## src/assert_macros.svh

```systemverilog
// Assertion macros shared by the vector similarity score RTL.
// Needs clk_i and rst_ni in the scope of the module that uses them.
`ifndef ASSERT_MACROS_SVH
`define ASSERT_MACROS_SVH

// Clocked assertion, switched off while reset is low
`define VSS_ASSERT(name, prop, msg) \
  name: assert property (@(posedge clk_i) disable iff (!rst_ni) prop) else $error(msg);

// Clocked assertion that also holds during reset
`define VSS_ASSERT_ALWAYS(name, prop, msg) \
  name: assert property (@(posedge clk_i) prop) else $error(msg);

`endif

```

## src/vss_pkg.sv

```systemverilog
// Package for the vector similarity score block: widths, codes, types.
// No dependencies; the design modules and the request and result interfaces import it.
package vss_pkg;

  localparam int LANES   = 4;
  localparam int ELEM_W  = 16;
  localparam int TERM_W  = 34;
  localparam int ACC_W   = 48;
  localparam int NORM_W  = 32;
  localparam int CNT_W   = 3;
  localparam int LIDX_W  = (LANES > 1) ? $clog2(LANES) : 1;
  localparam int ROOT_W  = 32;
  localparam int DEN_W   = 64;
  localparam int QUOT_W  = 31;
  localparam int QCNT_W  = $clog2(QUOT_W + 1);
  localparam int SCALE_W = 15;

  localparam logic signed [ACC_W:0] ACC_MAX = {2'b00, {(ACC_W-1){1'b1}}};
  localparam logic signed [ACC_W:0] ACC_MIN = {2'b11, {(ACC_W-1){1'b0}}};
  localparam logic signed [ACC_W-1:0] Q_POS_MAX = ACC_W'(64'sh7FFF_FFFF);
  localparam logic signed [ACC_W-1:0] Q_NEG_MIN = -ACC_W'(64'sh8000_0000);

  typedef enum logic [1:0] {
    MET_NEG_L2   = 2'd0,
    MET_DOT      = 2'd1,
    MET_COSINE   = 2'd2,
    MET_COS_NORM = 2'd3
  } metric_e;

  typedef enum logic [2:0] {
    ST_IDLE, ST_MERGE, ST_LAST, ST_FIN, ST_HOLD
  } state_e;

  typedef enum logic [2:0] {
    FS_IDLE, FS_ROOT, FS_MUL, FS_CHECK, FS_DIV, FS_SIGN, FS_DONE
  } fin_state_e;

  typedef struct packed {
    logic                     vld;
    logic signed [TERM_W-1:0] sq;
    logic signed [TERM_W-1:0] ab;
    logic signed [TERM_W-1:0] aa;
    logic signed [TERM_W-1:0] bb;
  } lane_prod_t;

  typedef struct packed {
    logic signed [ACC_W-1:0] sq;
    logic signed [ACC_W-1:0] ab;
    logic signed [ACC_W-1:0] aa;
    logic signed [ACC_W-1:0] bb;
    logic                    ovf;
  } acc_t;

  typedef struct packed {
    metric_e                 metric;
    logic signed [ACC_W-1:0] sq;
    logic signed [ACC_W-1:0] ab;
    logic signed [ACC_W-1:0] aa;
    logic signed [ACC_W-1:0] bb;
    logic [NORM_W-1:0]       norm_a;
    logic [NORM_W-1:0]       norm_b;
  } fin_req_t;

  typedef struct packed {
    logic                    ovf;
    logic signed [ACC_W-1:0] val;
  } sat_t;

  function automatic sat_t sat_add(logic signed [ACC_W-1:0] acc,
                                   logic signed [TERM_W-1:0] term);
    logic signed [ACC_W:0] s;
    sat_t res;
    s = (ACC_W+1)'(acc) + (ACC_W+1)'(term);
    res.ovf = 1'b0;
    res.val = s[ACC_W-1:0];
    if (s > ACC_MAX) begin
      res.ovf = 1'b1;
      res.val = ACC_MAX[ACC_W-1:0];
    end else if (s < ACC_MIN) begin
      res.ovf = 1'b1;
      res.val = ACC_MIN[ACC_W-1:0];
    end
    return res;
  endfunction

endpackage

```

## src/vss_lane.sv

```systemverilog
// One lane: forms the four products of an element pair and registers them.
// Depends on vss_pkg.
module vss_lane import vss_pkg::*; (
  input  logic                     clk_i,
  input  logic                     load_i,
  input  logic                     vld_i,
  input  logic signed [ELEM_W-1:0] a_i,
  input  logic signed [ELEM_W-1:0] b_i,
  output lane_prod_t               prod_o
);

  logic signed [ELEM_W:0] diff;
  lane_prod_t prod_d, prod_q;

  assign diff = (ELEM_W+1)'(a_i) - (ELEM_W+1)'(b_i);

  always_comb begin
    prod_d.vld = vld_i;
    prod_d.sq  = TERM_W'(diff) * TERM_W'(diff);
    prod_d.ab  = TERM_W'(a_i) * TERM_W'(b_i);
    prod_d.aa  = TERM_W'(a_i) * TERM_W'(a_i);
    prod_d.bb  = TERM_W'(b_i) * TERM_W'(b_i);
  end

  always_ff @(posedge clk_i) begin
    if (load_i) begin
      prod_q <= prod_d;
    end
  end

  assign prod_o = prod_q;

endmodule

```

## config.mk

```make
export PLATFORM = sky130hd
export DESIGN_NAME = vss_lane
export DESIGN_NICKNAME = d
export VERILOG_FILES = /design/src/assert_macros.svh /design/src/vss_pkg.sv /design/src/vss_lane.sv
export SDC_FILE = /design/constraint.sdc
export NUM_CORES = 2
export LEC_CHECK = 0
export ABC_AREA = 1
export BUFFER_PORTS_ARGS = -buffer_cell sky130_fd_sc_hd__buf_4
export CAP_MARGIN = 20
export CORE_MARGIN = 5
export CORE_UTILIZATION = 40
export DETAILED_ROUTE_END_ITERATION = 8
export GPL_ROUTABILITY_DRIVEN = 0
export GPL_TIMING_DRIVEN = 0
export PLACE_DENSITY = 0.64
export SLEW_MARGIN = 10
export SYNTH_ARGS = -nofsm -noshare
export SYNTH_HDL_FRONTEND = slang
export SYNTH_SLANG_ARGS = --single-unit
export TNS_END_PERCENT = 50
```

## constraint.sdc

```tcl
create_clock -name clk_i -period 24.1 [get_ports clk_i]
set_clock_uncertainty 0.2 [all_clocks]
set_input_delay 2.41 -clock clk_i [delete_from_list [all_inputs] [get_ports clk_i]]
set_output_delay 2.41 -clock clk_i [all_outputs]
set_load 0.03 [all_outputs]
```

* Word level (Yosys, flattened, before mapping)
Cells that the tools add are included.
** Word-level totals
- Output and inout port bits :: 137
- Word-level logic and storage cells :: 10
- Register bits :: 137
- Input port bits :: 35
** Operators by class
- Multiply operators :: 4
- $add $sub $neg :: 1
** Operator list (number)
- $mul 16x16->32 :: 3
- $mul 17x17->34 :: 1
- $sub 16x16->17 :: 1

* Longest topological paths before layout
- Word-level depth :: 2
- Mapped depth :: 42
- Mapped depth without buffers :: 40

* Worst setup path before layout
OpenSTA, ideal clock, no wires.
- Path kind :: input -> register
- From :: in a_i[0]
- To :: reg prod_q (netlist bit prod_o[135]), data pin
- Slack :: 14.842 ns
- Arrival time :: 8.805 ns
- Buffers on the path :: 2
- Stages :: 32
- Required time :: 23.647 ns
- Path through :: clkbuf_1 > inv_1 > ha_1 > fa_1 > o21ai_2 > nand2_1 > nand2_2 > nand3_2 > nand3_1 > nand2_2 > buf_4 > nor2_1 > fa_1 > fa_1 > inv_1 > fa_1 > fa_1 > inv_1 > fa_1 > fa_1 > ha_1 > nand2_1 > nor2_1 > nand2_1 > inv_1 > nand2_1 > nand2_1 > inv_1 > nand2_1 > inv_1 > nand2_1 > nand2_1
** RTL lines
- start, declared :: RTL line vss_lane.sv:7 : input logic signed [ELEM_W-1:0] a_i,
- end signal, assigned :: RTL line vss_lane.sv:27 : prod_q <= prod_d;
- end, declared :: RTL line vss_lane.sv:13 : lane_prod_t prod_d, prod_q;

==> flow_metrics.env <==
export IMPL_run_status="finished clean"
export IMPL_drc=0
export IMPL_ctsResizeCount=0
export IMPL_worst_setup_path_type="input pin to flop"
export IMPL_grt_pass1_wl_um=202000
export IMPL_most_frequent_cells_after_synthesis="sky130_fd_sc_hd__inv_1, sky130_fd_sc_hd__nand2_1, sky130_fd_sc_hd__fa_1"
export IMPL_critical_path_peak_fanout=10
export IMPL_num_nets_final=7016
export IMPL_detail_route_antenna_nets=0
export IMPL_detailroute_via_count=34400
export IMPL_cts_buffers_inserted=17
export IMPL_grt_pass1_vias=36500
export IMPL_hold_viol=0
export IMPL_grt_total_usage=0.223
export IMPL_grt_max_degree=73
export IMPL_cts_htree_levels=4
export IMPL_stage_delay_of_the_slowest_cell_on_the_critical_path_ns=0.86
export IMPL_dp_cells=7071
export IMPL_tritoncts_num_sinks=128
export IMPL_syn_inst=5412
export IMPL_total_die_area_um2=119000
export IMPL_cts_root_buffer="sky130_fd_sc_hd__clkbuf_16"
export IMPL_start_util=0.404
export IMPL_post_drt_wl_per_cell_um=18.0
export IMPL_hold_removal_path_class="input pin to flop"
export IMPL_largest_register_ffs=128
export IMPL_yosysMostFrequentCell="sky130_fd_sc_hd__inv_1"
export IMPL_cp_data_arrival_time_ns=11.03
export IMPL_synth_edf_count=128
export IMPL_critPathCaptureType="flop"
export IMPL_placementRows=122
export IMPL_final_min_clock_period_ns=10.93
export IMPL_drt_pass_1_iters=5
export IMPL_place_port_buffers=168
export IMPL_timing_critical_path_required_ns=24.19
export IMPL_drv_slew=0
export IMPL_drt_vias_per_instance=4.84
export IMPL_grt_overflow_total=0
export IMPL_cp_start_kind="input pin"
export IMPL_drive_above_1_share=0.0451
export IMPL_finished_layout_cells=7113
export IMPL_ctsHoldBuffers=0
export IMPL_max_freq_ghz=0.0915
export IMPL_die_w_um=345
export IMPL_layout_fillers=11000
export IMPL_worst_slew_pin_slew_ns=1.12
export IMPL_synthesized_area_per_cell_um2=8.28
export IMPL_setup_viol=0
export IMPL_ys_seq_area_frac=0.0858
export IMPL_tritoncts="done"
export IMPL_yosysWarnings=0
export IMPL_synthesis_area_um2=44800
export IMPL_postSynth_asyncResetShare=0
export IMPL_setup_tns_final_ns=0
export IMPL_ios=172
export IMPL_grt_setup_unrepaired="no"
export IMPL_max_slew_margin_rel=0.256
export IMPL_yosys_area_top_type="sky130_fd_sc_hd__fa_1"
export IMPL_fin_crit_sh=0.454
export IMPL_maxCapViolCount=0
export IMPL_slowest_library_cell_on_the_worst_path="sky130_fd_sc_hd__fa_1"
export IMPL_cts_root_to_sink_buffers=2
export IMPL_post_synth_num_cell_types=42
export IMPL_place_detailed_hpwl_um=109000
export IMPL_detailedRoute_firstIterationViolations=2655
export IMPL_coreArea_um2=111000
export IMPL_synth_top_area_frac=0.451
export IMPL_post_cts_buffers=0
export IMPL_ys_ff_latch=128
export IMPL_die_h_um=345
export IMPL_grt_antenna_before_repair=11
export IMPL_clk_transition_reported_paths_ns=0.08
export IMPL_area_growth_synth_to_final_pct=8.46
export IMPL_synth_flop_cell="sky130_fd_sc_hd__edfxtp_1"
export IMPL_ys_top_cells_by_area="sky130_fd_sc_hd__fa_1, sky130_fd_sc_hd__inv_1, sky130_fd_sc_hd__ha_1"
export IMPL_wl_um=128000
[area by class of cell]
class	instances	area, um2	area share
Inverter	1683	6320	0.130
Tap cell	1488	1860	0.0383
Antenna cell	10	25.0	0.000515
Multi-Input combinational cell	3469	34100	0.701
Clock inverter	14	171	0.00353
Sequential cell	128	3840	0.0791
Buffer	134	593	0.0122
Clock buffer	18	429	0.00883
Timing Repair Buffer	169	1300	0.0267
[routing by layer]
metal | share of wire | vias to the layer above | track usage
met2 | 0.44 | 1417 | 0.348
met1 | 0.41 | 16900 | 0.299
met4 | 0.036 | 4 | 0.0755
li1 | - | 15900 | -
met5 | 0.00020 | - | 0
met3 | 0.11 | 240 | 0.0673
[worst paths after layout]
check	start	endpoint	slack, ns	depth (start not counted)
hold / removal	vld_i	prod_o[136]	1.85	1
setup / recovery	a_i[1]	prod_o[135]	13.17	28
[per-stage QoR]
| step | setup slack [ns] | utilization | hold WS [ns] | cell area (um2) |
|---|---|---|---|---|
| final | 13.17 | 0.438 | 1.85 | 48600 |
| after global routing | 12.83 | 0.438 | 1.82 | 48600 |
| after CTS | 13.43 | 0.438 | 1.79 | 48600 |
| after detailed placement | 12.85 | 0.432 | 2.39 | 48000 |
| after global placement | 12.85 | 0.432 | 2.39 | 47900 |
| after floorplan | 14.84 | - | 2.31 | 44800 |
[worst max-delay path, delay by kind of cell]
kind / cells / cell delay, ns
and+or+nand+nor: 9 / 1.23
buffers and inverters: 10 / 2.41
xor gates and xnor gates: 1 / 0.48
adders and majority gates: 8 / 4.43
[cells by family after synthesis]
logic type | share of synthesized area
AOI/OAI and AO/OA | 0.0264
xor gates and xnor gates | 0.0219
adders and majority gates | 0.554
buffers and inverters | 0.154
DFF | 0.0858
other | 0.0000837
and+or+nand+nor | 0.157
[layout by cell type, fill, tap and decap left out, types with 4 or more instances in the layout]
| master | Yosys | final |
|---|---|---|
| sky130_fd_sc_hd__o21bai_1 | 15 | 15 |
| sky130_fd_sc_hd__diode_2 | 0 | 10 |
| sky130_fd_sc_hd__nor2_1 | 299 | 299 |
| sky130_fd_sc_hd__buf_4 | 16 | 183 |
| sky130_fd_sc_hd__xor2_1 | 82 | 82 |
| sky130_fd_sc_hd__a21oi_1 | 123 | 123 |
| sky130_fd_sc_hd__a21boi_0 | 4 | 4 |
| sky130_fd_sc_hd__and2_1 | 10 | 10 |
| sky130_fd_sc_hd__ha_1 | 369 | 369 |
| sky130_fd_sc_hd__o21ai_0 | 62 | 62 |
| sky130_fd_sc_hd__edfxtp_1 | 128 | 128 |
| sky130_fd_sc_hd__clkinv_4 | 0 | 4 |
| sky130_fd_sc_hd__clkbuf_1 | 104 | 105 |
| sky130_fd_sc_hd__nand2_1 | 1218 | 1218 |
| sky130_fd_sc_hd__fa_1 | 1010 | 1010 |
| sky130_fd_sc_hd__clkbuf_16 | 0 | 17 |
| sky130_fd_sc_hd__nor3_1 | 27 | 27 |
| sky130_fd_sc_hd__inv_6 | 0 | 4 |
| sky130_fd_sc_hd__or2_2 | 6 | 6 |
| sky130_fd_sc_hd__buf_2 | 6 | 6 |
| sky130_fd_sc_hd__nand4_1 | 41 | 41 |
| sky130_fd_sc_hd__nand3b_1 | 5 | 5 |
| sky130_fd_sc_hd__buf_1 | 5 | 5 |
| sky130_fd_sc_hd__a21o_1 | 9 | 9 |
| sky130_fd_sc_hd__nand3_1 | 140 | 140 |
| sky130_fd_sc_hd__inv_2 | 5 | 5 |
| sky130_fd_sc_hd__xnor2_1 | 20 | 20 |
| sky130_fd_sc_hd__nand2_2 | 5 | 5 |
| sky130_fd_sc_hd__inv_1 | 1677 | 1677 |
Power is left out: the tool's default activity adds up to more than one toggle a clock period on the data nets, which glitch-free logic cannot reach.
