### src/assert_macros.svh
// Assertion macros shared by the vector similarity score RTL.
// Needs clk_i and rst_ni in the scope of the module that uses them.
`ifndef ASSERT_MACROS_SVH
`define ASSERT_MACROS_SVH

// Clocked assertion, switched off while reset is low
`define VSS_ASSERT(name, prop, msg) \
  name: assert property (@(posedge clk_i) disable iff (!rst_ni) prop) else $error(msg);

// Clocked assertion that also holds during reset
`define VSS_ASSERT_ALWAYS(name, prop, msg) \
  name: assert property (@(posedge clk_i) prop) else $error(msg);

`endif

### src/vss_pkg.sv
// Package for the vector similarity score block: widths, codes, types.
// No dependencies; the design modules and the request and result interfaces import it.
package vss_pkg;

  localparam int LANES   = 4;
  localparam int ELEM_W  = 16;
  localparam int TERM_W  = 34;
  localparam int ACC_W   = 48;
  localparam int NORM_W  = 32;
  localparam int CNT_W   = 3;
  localparam int LIDX_W  = (LANES > 1) ? $clog2(LANES) : 1;
  localparam int ROOT_W  = 32;
  localparam int DEN_W   = 64;
  localparam int QUOT_W  = 31;
  localparam int QCNT_W  = $clog2(QUOT_W + 1);
  localparam int SCALE_W = 15;

  localparam logic signed [ACC_W:0] ACC_MAX = {2'b00, {(ACC_W-1){1'b1}}};
  localparam logic signed [ACC_W:0] ACC_MIN = {2'b11, {(ACC_W-1){1'b0}}};
  localparam logic signed [ACC_W-1:0] Q_POS_MAX = ACC_W'(64'sh7FFF_FFFF);
  localparam logic signed [ACC_W-1:0] Q_NEG_MIN = -ACC_W'(64'sh8000_0000);

  typedef enum logic [1:0] {
    MET_NEG_L2   = 2'd0,
    MET_DOT      = 2'd1,
    MET_COSINE   = 2'd2,
    MET_COS_NORM = 2'd3
  } metric_e;

  typedef enum logic [2:0] {
    ST_IDLE, ST_MERGE, ST_LAST, ST_FIN, ST_HOLD
  } state_e;

  typedef enum logic [2:0] {
    FS_IDLE, FS_ROOT, FS_MUL, FS_CHECK, FS_DIV, FS_SIGN, FS_DONE
  } fin_state_e;

  typedef struct packed {
    logic                     vld;
    logic signed [TERM_W-1:0] sq;
    logic signed [TERM_W-1:0] ab;
    logic signed [TERM_W-1:0] aa;
    logic signed [TERM_W-1:0] bb;
  } lane_prod_t;

  typedef struct packed {
    logic signed [ACC_W-1:0] sq;
    logic signed [ACC_W-1:0] ab;
    logic signed [ACC_W-1:0] aa;
    logic signed [ACC_W-1:0] bb;
    logic                    ovf;
  } acc_t;

  typedef struct packed {
    metric_e                 metric;
    logic signed [ACC_W-1:0] sq;
    logic signed [ACC_W-1:0] ab;
    logic signed [ACC_W-1:0] aa;
    logic signed [ACC_W-1:0] bb;
    logic [NORM_W-1:0]       norm_a;
    logic [NORM_W-1:0]       norm_b;
  } fin_req_t;

  typedef struct packed {
    logic                    ovf;
    logic signed [ACC_W-1:0] val;
  } sat_t;

  function automatic sat_t sat_add(logic signed [ACC_W-1:0] acc,
                                   logic signed [TERM_W-1:0] term);
    logic signed [ACC_W:0] s;
    sat_t res;
    s = (ACC_W+1)'(acc) + (ACC_W+1)'(term);
    res.ovf = 1'b0;
    res.val = s[ACC_W-1:0];
    if (s > ACC_MAX) begin
      res.ovf = 1'b1;
      res.val = ACC_MAX[ACC_W-1:0];
    end else if (s < ACC_MIN) begin
      res.ovf = 1'b1;
      res.val = ACC_MIN[ACC_W-1:0];
    end
    return res;
  endfunction

endpackage

### src/vss_merge.sv
// Merging stage: folds one valid lane's products a cycle, while stepped, into the four saturating sums.
// Depends on vss_pkg.
module vss_merge import vss_pkg::*; (
  input  logic       clk_i,
  input  logic       rst_ni,
  input  logic       step_i,
  input  logic       clear_i,
  input  lane_prod_t prod_i,
  output acc_t       acc_o
);

  acc_t acc_d, acc_q;
  sat_t s_sq, s_ab, s_aa, s_bb;

  always_comb begin
    s_sq = sat_add(acc_q.sq, prod_i.sq);
    s_ab = sat_add(acc_q.ab, prod_i.ab);
    s_aa = sat_add(acc_q.aa, prod_i.aa);
    s_bb = sat_add(acc_q.bb, prod_i.bb);
    acc_d = acc_q;
    if (clear_i) begin
      acc_d = '0;
    end else if (step_i && prod_i.vld) begin
      acc_d.sq  = s_sq.val;
      acc_d.ab  = s_ab.val;
      acc_d.aa  = s_aa.val;
      acc_d.bb  = s_bb.val;
      acc_d.ovf = acc_q.ovf | s_sq.ovf | s_ab.ovf | s_aa.ovf | s_bb.ovf;
    end
  end

  always_ff @(posedge clk_i or negedge rst_ni) begin
    if (!rst_ni) begin
      acc_q <= '0;
    end else begin
      acc_q <= acc_d;
    end
  end

  assign acc_o = acc_q;

endmodule

### config.mk
export PLATFORM = sky130hd
export DESIGN_NAME = vss_merge
export DESIGN_NICKNAME = d
export VERILOG_FILES = /design/src/assert_macros.svh /design/src/vss_pkg.sv /design/src/vss_merge.sv
export SDC_FILE = /design/constraint.sdc
export NUM_CORES = 1
export LEC_CHECK = 0
export BUFFER_PORTS_ARGS = -buffer_cell sky130_fd_sc_hd__buf_4
export CORE_ASPECT_RATIO = 2
export CORE_UTILIZATION = 40
export DETAILED_ROUTE_END_ITERATION = 12
export HOLD_SLACK_MARGIN = 0.05
export PLACE_DENSITY = 0.57
export SYNTH_ARGS = -nofsm -noshare
export SYNTH_HDL_FRONTEND = slang
export SYNTH_SLANG_ARGS = --single-unit
### constraint.sdc
create_clock -name clk_i -period 3.9 [get_ports clk_i]
set_input_delay 0.78 -clock clk_i [delete_from_list [all_inputs] [get_ports clk_i]]
set_output_delay 0.78 -clock clk_i [all_outputs]
set_load 0.02 [all_outputs]
==> After elaboration in Yosys (flattened, before gate mapping) <==
Index checks and enable logic that the tools add are counted.
{ "word_totals": {"wordCells": 33, "reg_bits": 193, "in_bits": 141} }
{ "classes": {"n_addsub": 4, "mux": 10, "n_lt_le_gt_ge": 8, "n_reduce_logical": 2, "n_bitwise": 4} }
{ "op_table": {"columns": ["operator", "count"], "rows": [
  ["49-bit two-way mux", 8],
  ["193-bit two-way mux", 2],
  ["48-bit by 34-bit adder with 49-bit output", 4],
  ["49-bit by 48-bit greater-than comparator with 1-bit output (second input constant)", 4],
  ["49-bit by 48-bit less-than comparator with 1-bit output (second input constant)", 4],
  ["1-bit OR", 4],
  ["2-bit nonzero test", 1],
  ["1-bit logical AND", 1]
]} }

==> Longest topological paths before layout <==
{ "depth": {"ltp_word": 10, "ltp_mapped": 15} }

==> Worst setup path before layout <==
No wires, ideal clock.
{ "synth_path": {"kind": "input to register", "from": "input prod_i[68] (netlist bit)", "to": "register acc_q, in the netlist acc_o[110]", "required_ps": 3779, "setup_ps": 121, "slack_ps": 311, "arrival_time_ps": 3468, "stages": 14, "cell_sequence": "ha_1 fa_1 a21o_1 a31oi_1 o21ai_1 a31oi_2 a2111oi_2 a31oi_1 o21a_1 and2_1 buf_4 buf_6 o21ai_2 a22o_1"} }
{ "synth_between": {"elab_chain_cells": 6} }
{ "synth_rtl": {"columns": ["item", "line", "text"], "rows": [
  ["from (decl)", "vss_merge.sv:8", "input lane_prod_t prod_i,"],
  ["48-bit by 34-bit adder with 49-bit output (*)", "vss_pkg.sv:73", "s = (ACC_W+1)'(acc) + (ACC_W+1)'(term);"],
  ["49-bit by 48-bit less-than comparator with 1-bit output", "vss_pkg.sv:79", "end else if (s < ACC_MIN) begin"],
  ["49-bit two-way mux", "vss_pkg.sv:79", null],
  ["49-bit two-way mux (*)", "vss_pkg.sv:76", "if (s > ACC_MAX) begin"],
  ["193-bit two-way mux (*)", "vss_merge.sv:23", "end else if (step_i && prod_i.vld) begin"],
  ["193-bit two-way mux (*)", "vss_merge.sv:21", "if (clear_i) begin"],
  ["to (signal assigned)", "vss_merge.sv:34", "acc_q <= '0;"],
  ["to (signal assigned)", "vss_merge.sv:36", "acc_q <= acc_d;"],
  ["to (decl)", "vss_merge.sv:12", "acc_t acc_d, acc_q;"]
]} }
Mark *: on every way between the ends. The rest lies on a longest branch, timed or not. The select of a mux whose other input is x is not followed.
A chain may end at the register's enable or synchronous reset.

==> Final worst setup path <==
{ "layout_path": {"from": "register acc_q, in the netlist acc_o[97]", "to": "register acc_q, in the netlist acc_o[123]"} }
{ "layout_between": {"elab_chain_cells": 6} }
{ "layout_rtl": {"columns": ["item", "line"], "rows": [
  ["48-bit by 34-bit adder with 49-bit output (*)", "vss_pkg.sv:73"],
  ["49-bit by 48-bit less-than comparator with 1-bit output", "vss_pkg.sv:79"],
  ["49-bit two-way mux", "vss_pkg.sv:79"],
  ["49-bit two-way mux (*)", "vss_pkg.sv:76"],
  ["193-bit two-way mux (*)", "vss_merge.sv:23"],
  ["193-bit two-way mux (*)", "vss_merge.sv:21"]
]} }
Marks and branches as above.

==> results.json <==
{
  "portBuffers": 333,
  "rows": 111,
  "worstSetupEndpointType": "register",
  "final_cells": 3333,
  "layout_commonest_cell": "buf_4",
  "insertion_delay_ps": 480,
  "syn-instance-count": 2267,
  "cts_hold_buf": 0,
  "p_per_area_nw_per_um2": 459,
  "routed_via_density": 5.84,
  "fin_area_um2": 23800,
  "vias": 19500,
  "hold_path.class": "input port to asynchronous set/reset pin",
  "cp_slowest_cell": "nor3_2",
  "numCtsBuffers": 17,
  "die_w_um": 155,
  "clock-skew-final_ps": 15.9,
  "path_cells": "ha_1 -> fa_1 -> a21o_1 -> a31oi_1 -> o21ai_1 -> a31oi_2 -> a2111oi_2 -> a31oi_1 -> o21a_1 -> nor3_2 -> a21oi_1 -> o21ai_0",
  "grt_pass1_wl_mm": 106,
  "relSlewSlack": 0.219,
  "largest_register_ffs": 193,
  "critPathBufInv": 0,
  "initial_core_util": 0.408,
  "clk_pin_slew_ps": 80,
  "core_area_um2": 46000,
  "rsz0062_at_grt": "no",
  "ys_warn_count": 0,
  "ys_seq_elements": 193,
  "syn_to_final_growth_pct": 27.0,
  "status": "completed",
  "worst_ep_arrival_time_ps": 4010,
  "tns_ps": 0,
  "ios": 334,
  "cp-startpoint": "acc_o[97]",
  "async_flop_share": 1.00,
  "netlist_area_um2": 18700,
  "ys_types": 93,
  "crit_path_frequent_cell": "a31oi_1",
  "fmax_mhz": 276,
  "drtPass1Iterations": 5,
  "gr-total-overflow": 0,
  "place_inst": 3300,
  "totalWireLength_mm": 67.9,
  "num-nets-final": 3036,
  "syn_area_per_cell_um2": 8.27,
  "max-cap-violations": 0,
  "grt_pass1_vias": 20100,
  "cts.sinks": 193,
  "antenna_found_initial": 0,
  "fin_crit_sh": 0.928,
  "drc": 0,
  "crit_family": "compound AO/OA/AOI/OAI gates",
  "layout_common_cells": "532 x buf_4, 312 x a21oi_1, 204 x o21ai_0",
  "worstMarginPinSlew_ps": 1160,
  "slew_viol_final": 0,
  "leakagePower_nw": 11.6,
  "synth_edf_count": 0,
  "path_max_fanout": 14,
  "grt_max_degree": 77,
  "num_antenna_cells": 0,
  "cts_buffer_depth": 2,
  "die_y_um": 308,
  "cp.required_ps": 4290,
  "layout-drive-gt1-share": 0.235,
  "die_area_um2": 47800,
  "critical_path_class": "register to register",
  "hold_viol": 0,
  "vdd_ir_drop_max_mv": 0.287,
  "whs_ps": 285,
  "grt_usage": 0.282,
  "htreeDepth": 4,
  "drtAntennaViolNets": 0,
  "fin_crit_ps": 3620,
  "syn_nets": 2604,
  "place_area_um2": 23200,
  "hpwl_mm": 53.4,
  "cp_slowest_stage_delay_ps": 920,
  "crit-reg2reg-launch": "acc_o[97]",
  "wl_per_cell_um": 20.4,
  "synthFlopType": "dfrtp_1",
  "cts_root_buffer": "clkbuf_16",
  "start_kind": "register",
  "gp_congestion": 0.957,
  "finalSetupViolCount": 0,
  "tritoncts": "done",
  "reg2reg_slack_ps": 280,
  "drtIter0Drc": 940,
  "ys_seq_area_frac": 0.258
}
-- report_power, final --
| part | leakage, nW | total (W) | internal, W | switching (W) |
|---|---|---|---|---|
| Combinational | 8.74 | 0.00631 | 0.00276 | 0.00355 |
| Sequential | 2.60 | 0.00268 | 0.00233 | 0.000352 |
| Clock | 0.283 | 0.00195 | 0.00103 | 0.000919 |
-- synthesized netlist by cell type (5+ instances only) --
library cell / count / share of area
buf_6: 9 / 0.0054
buf_4: 5 / 0.0020
o21bai_1: 35 / 0.014
and2_1: 17 / 0.0057
nand2b_1: 10 / 0.0033
or3_1: 11 / 0.0037
o221ai_1: 5 / 0.0023
nor2_1: 115 / 0.023
dfrtp_1: 193 / 0.26
a211o_1: 6 / 0.0028
o21a_1: 24 / 0.0096
and3_1: 15 / 0.0050
o31a_1: 7 / 0.0033
nand2_1: 168 / 0.034
nor3_1: 29 / 0.0077
inv_1: 64 / 0.013
nand4_1: 47 / 0.016
a21boi_0: 6 / 0.0024
and4_1: 5 / 0.0023
or2_2: 13 / 0.0043
maj3_1: 10 / 0.0053
xor2_1: 69 / 0.032
nor2b_1: 12 / 0.0040
a211oi_1: 18 / 0.0072
o21ai_1: 20 / 0.0053
nand3_1: 47 / 0.013
a21o_1: 100 / 0.040
clkbuf_1: 92 / 0.018
a221o_1: 71 / 0.038
o21ai_2: 14 / 0.0065
o211ai_1: 18 / 0.0072
nor4_1: 5 / 0.0017
a21oi_1: 314 / 0.084
ha_1: 192 / 0.13
a31oi_1: 27 / 0.0090
a22o_1: 28 / 0.013
o41ai_1: 5 / 0.0023
o31ai_1: 14 / 0.0056
buf_2: 27 / 0.0072
xnor2_1: 107 / 0.050
o21ai_0: 204 / 0.054
-- through the flow --
stage / setup WS [ps] / util / total power [W]
2_1_floorplan: 311 / - / 0.00658
3_3_place_gp: -255 / 0.505 / 0.00892
3_5_place_dp: -347 / 0.505 / 0.00897
4_1_cts: 71.6 / 0.518 / 0.0110
5_1_grt: 70.6 / 0.518 / 0.0116
6_report: 281 / 0.518 / 0.0109
-- cell type report --
type	count	area, um^2
Clock buffer	20	447
Multi-Input combinational cell	1877	13100
Inverter	64	240
Timing Repair Buffer	546	4270
Fill cell	4417	22200
Tap cell	621	777
Sequential cell	193	4830
Clock inverter	12	156
-- path summary, 6_finish.rpt --
path                       cells after the start          to
max                                           12  acc_o[123]
min                                            1   acc_o[70]
max reg2reg                                   12  acc_o[123]
min reg2reg                                    2  acc_o[129]
max in group asynchronous                      2   acc_o[14]
min in group clk_i                             2    acc_o[0]
-- logic make-up (layout without fill, tap and decap cells) --
logic type | after synthesis | in the layout | share of synthesized area
DFF | 193 | 193 | 0.258
xor gates and xnor gates | 177 | 177 | 0.0837
buffers and inverters | 198 | 642 | 0.0461
AOI/OAI and AO/OA | 971 | 971 | 0.339
muxes | 3 | 3 | 0.00160
and+or+nand+nor | 519 | 520 | 0.134
adders and majority gates | 206 | 206 | 0.138
-- repair_timing --
action | in CTS | in global routing
buffers inserted | 0 | 0
resized for setup | 0 | 1
setup endpoints to repair | 0 | 44
-- metal layers --
| layer | routed length [um] | global-route usage |
|---|---|---|
| met1 | 24600 | 0.284 |
| met2 | 37500 | 0.556 |
| met3 | 2690 | 0.0346 |
| met4 | 3050 | 0.143 |
| met5 | 0 | 0 |
No activity file was read; power rests on OpenSTA's default activity.
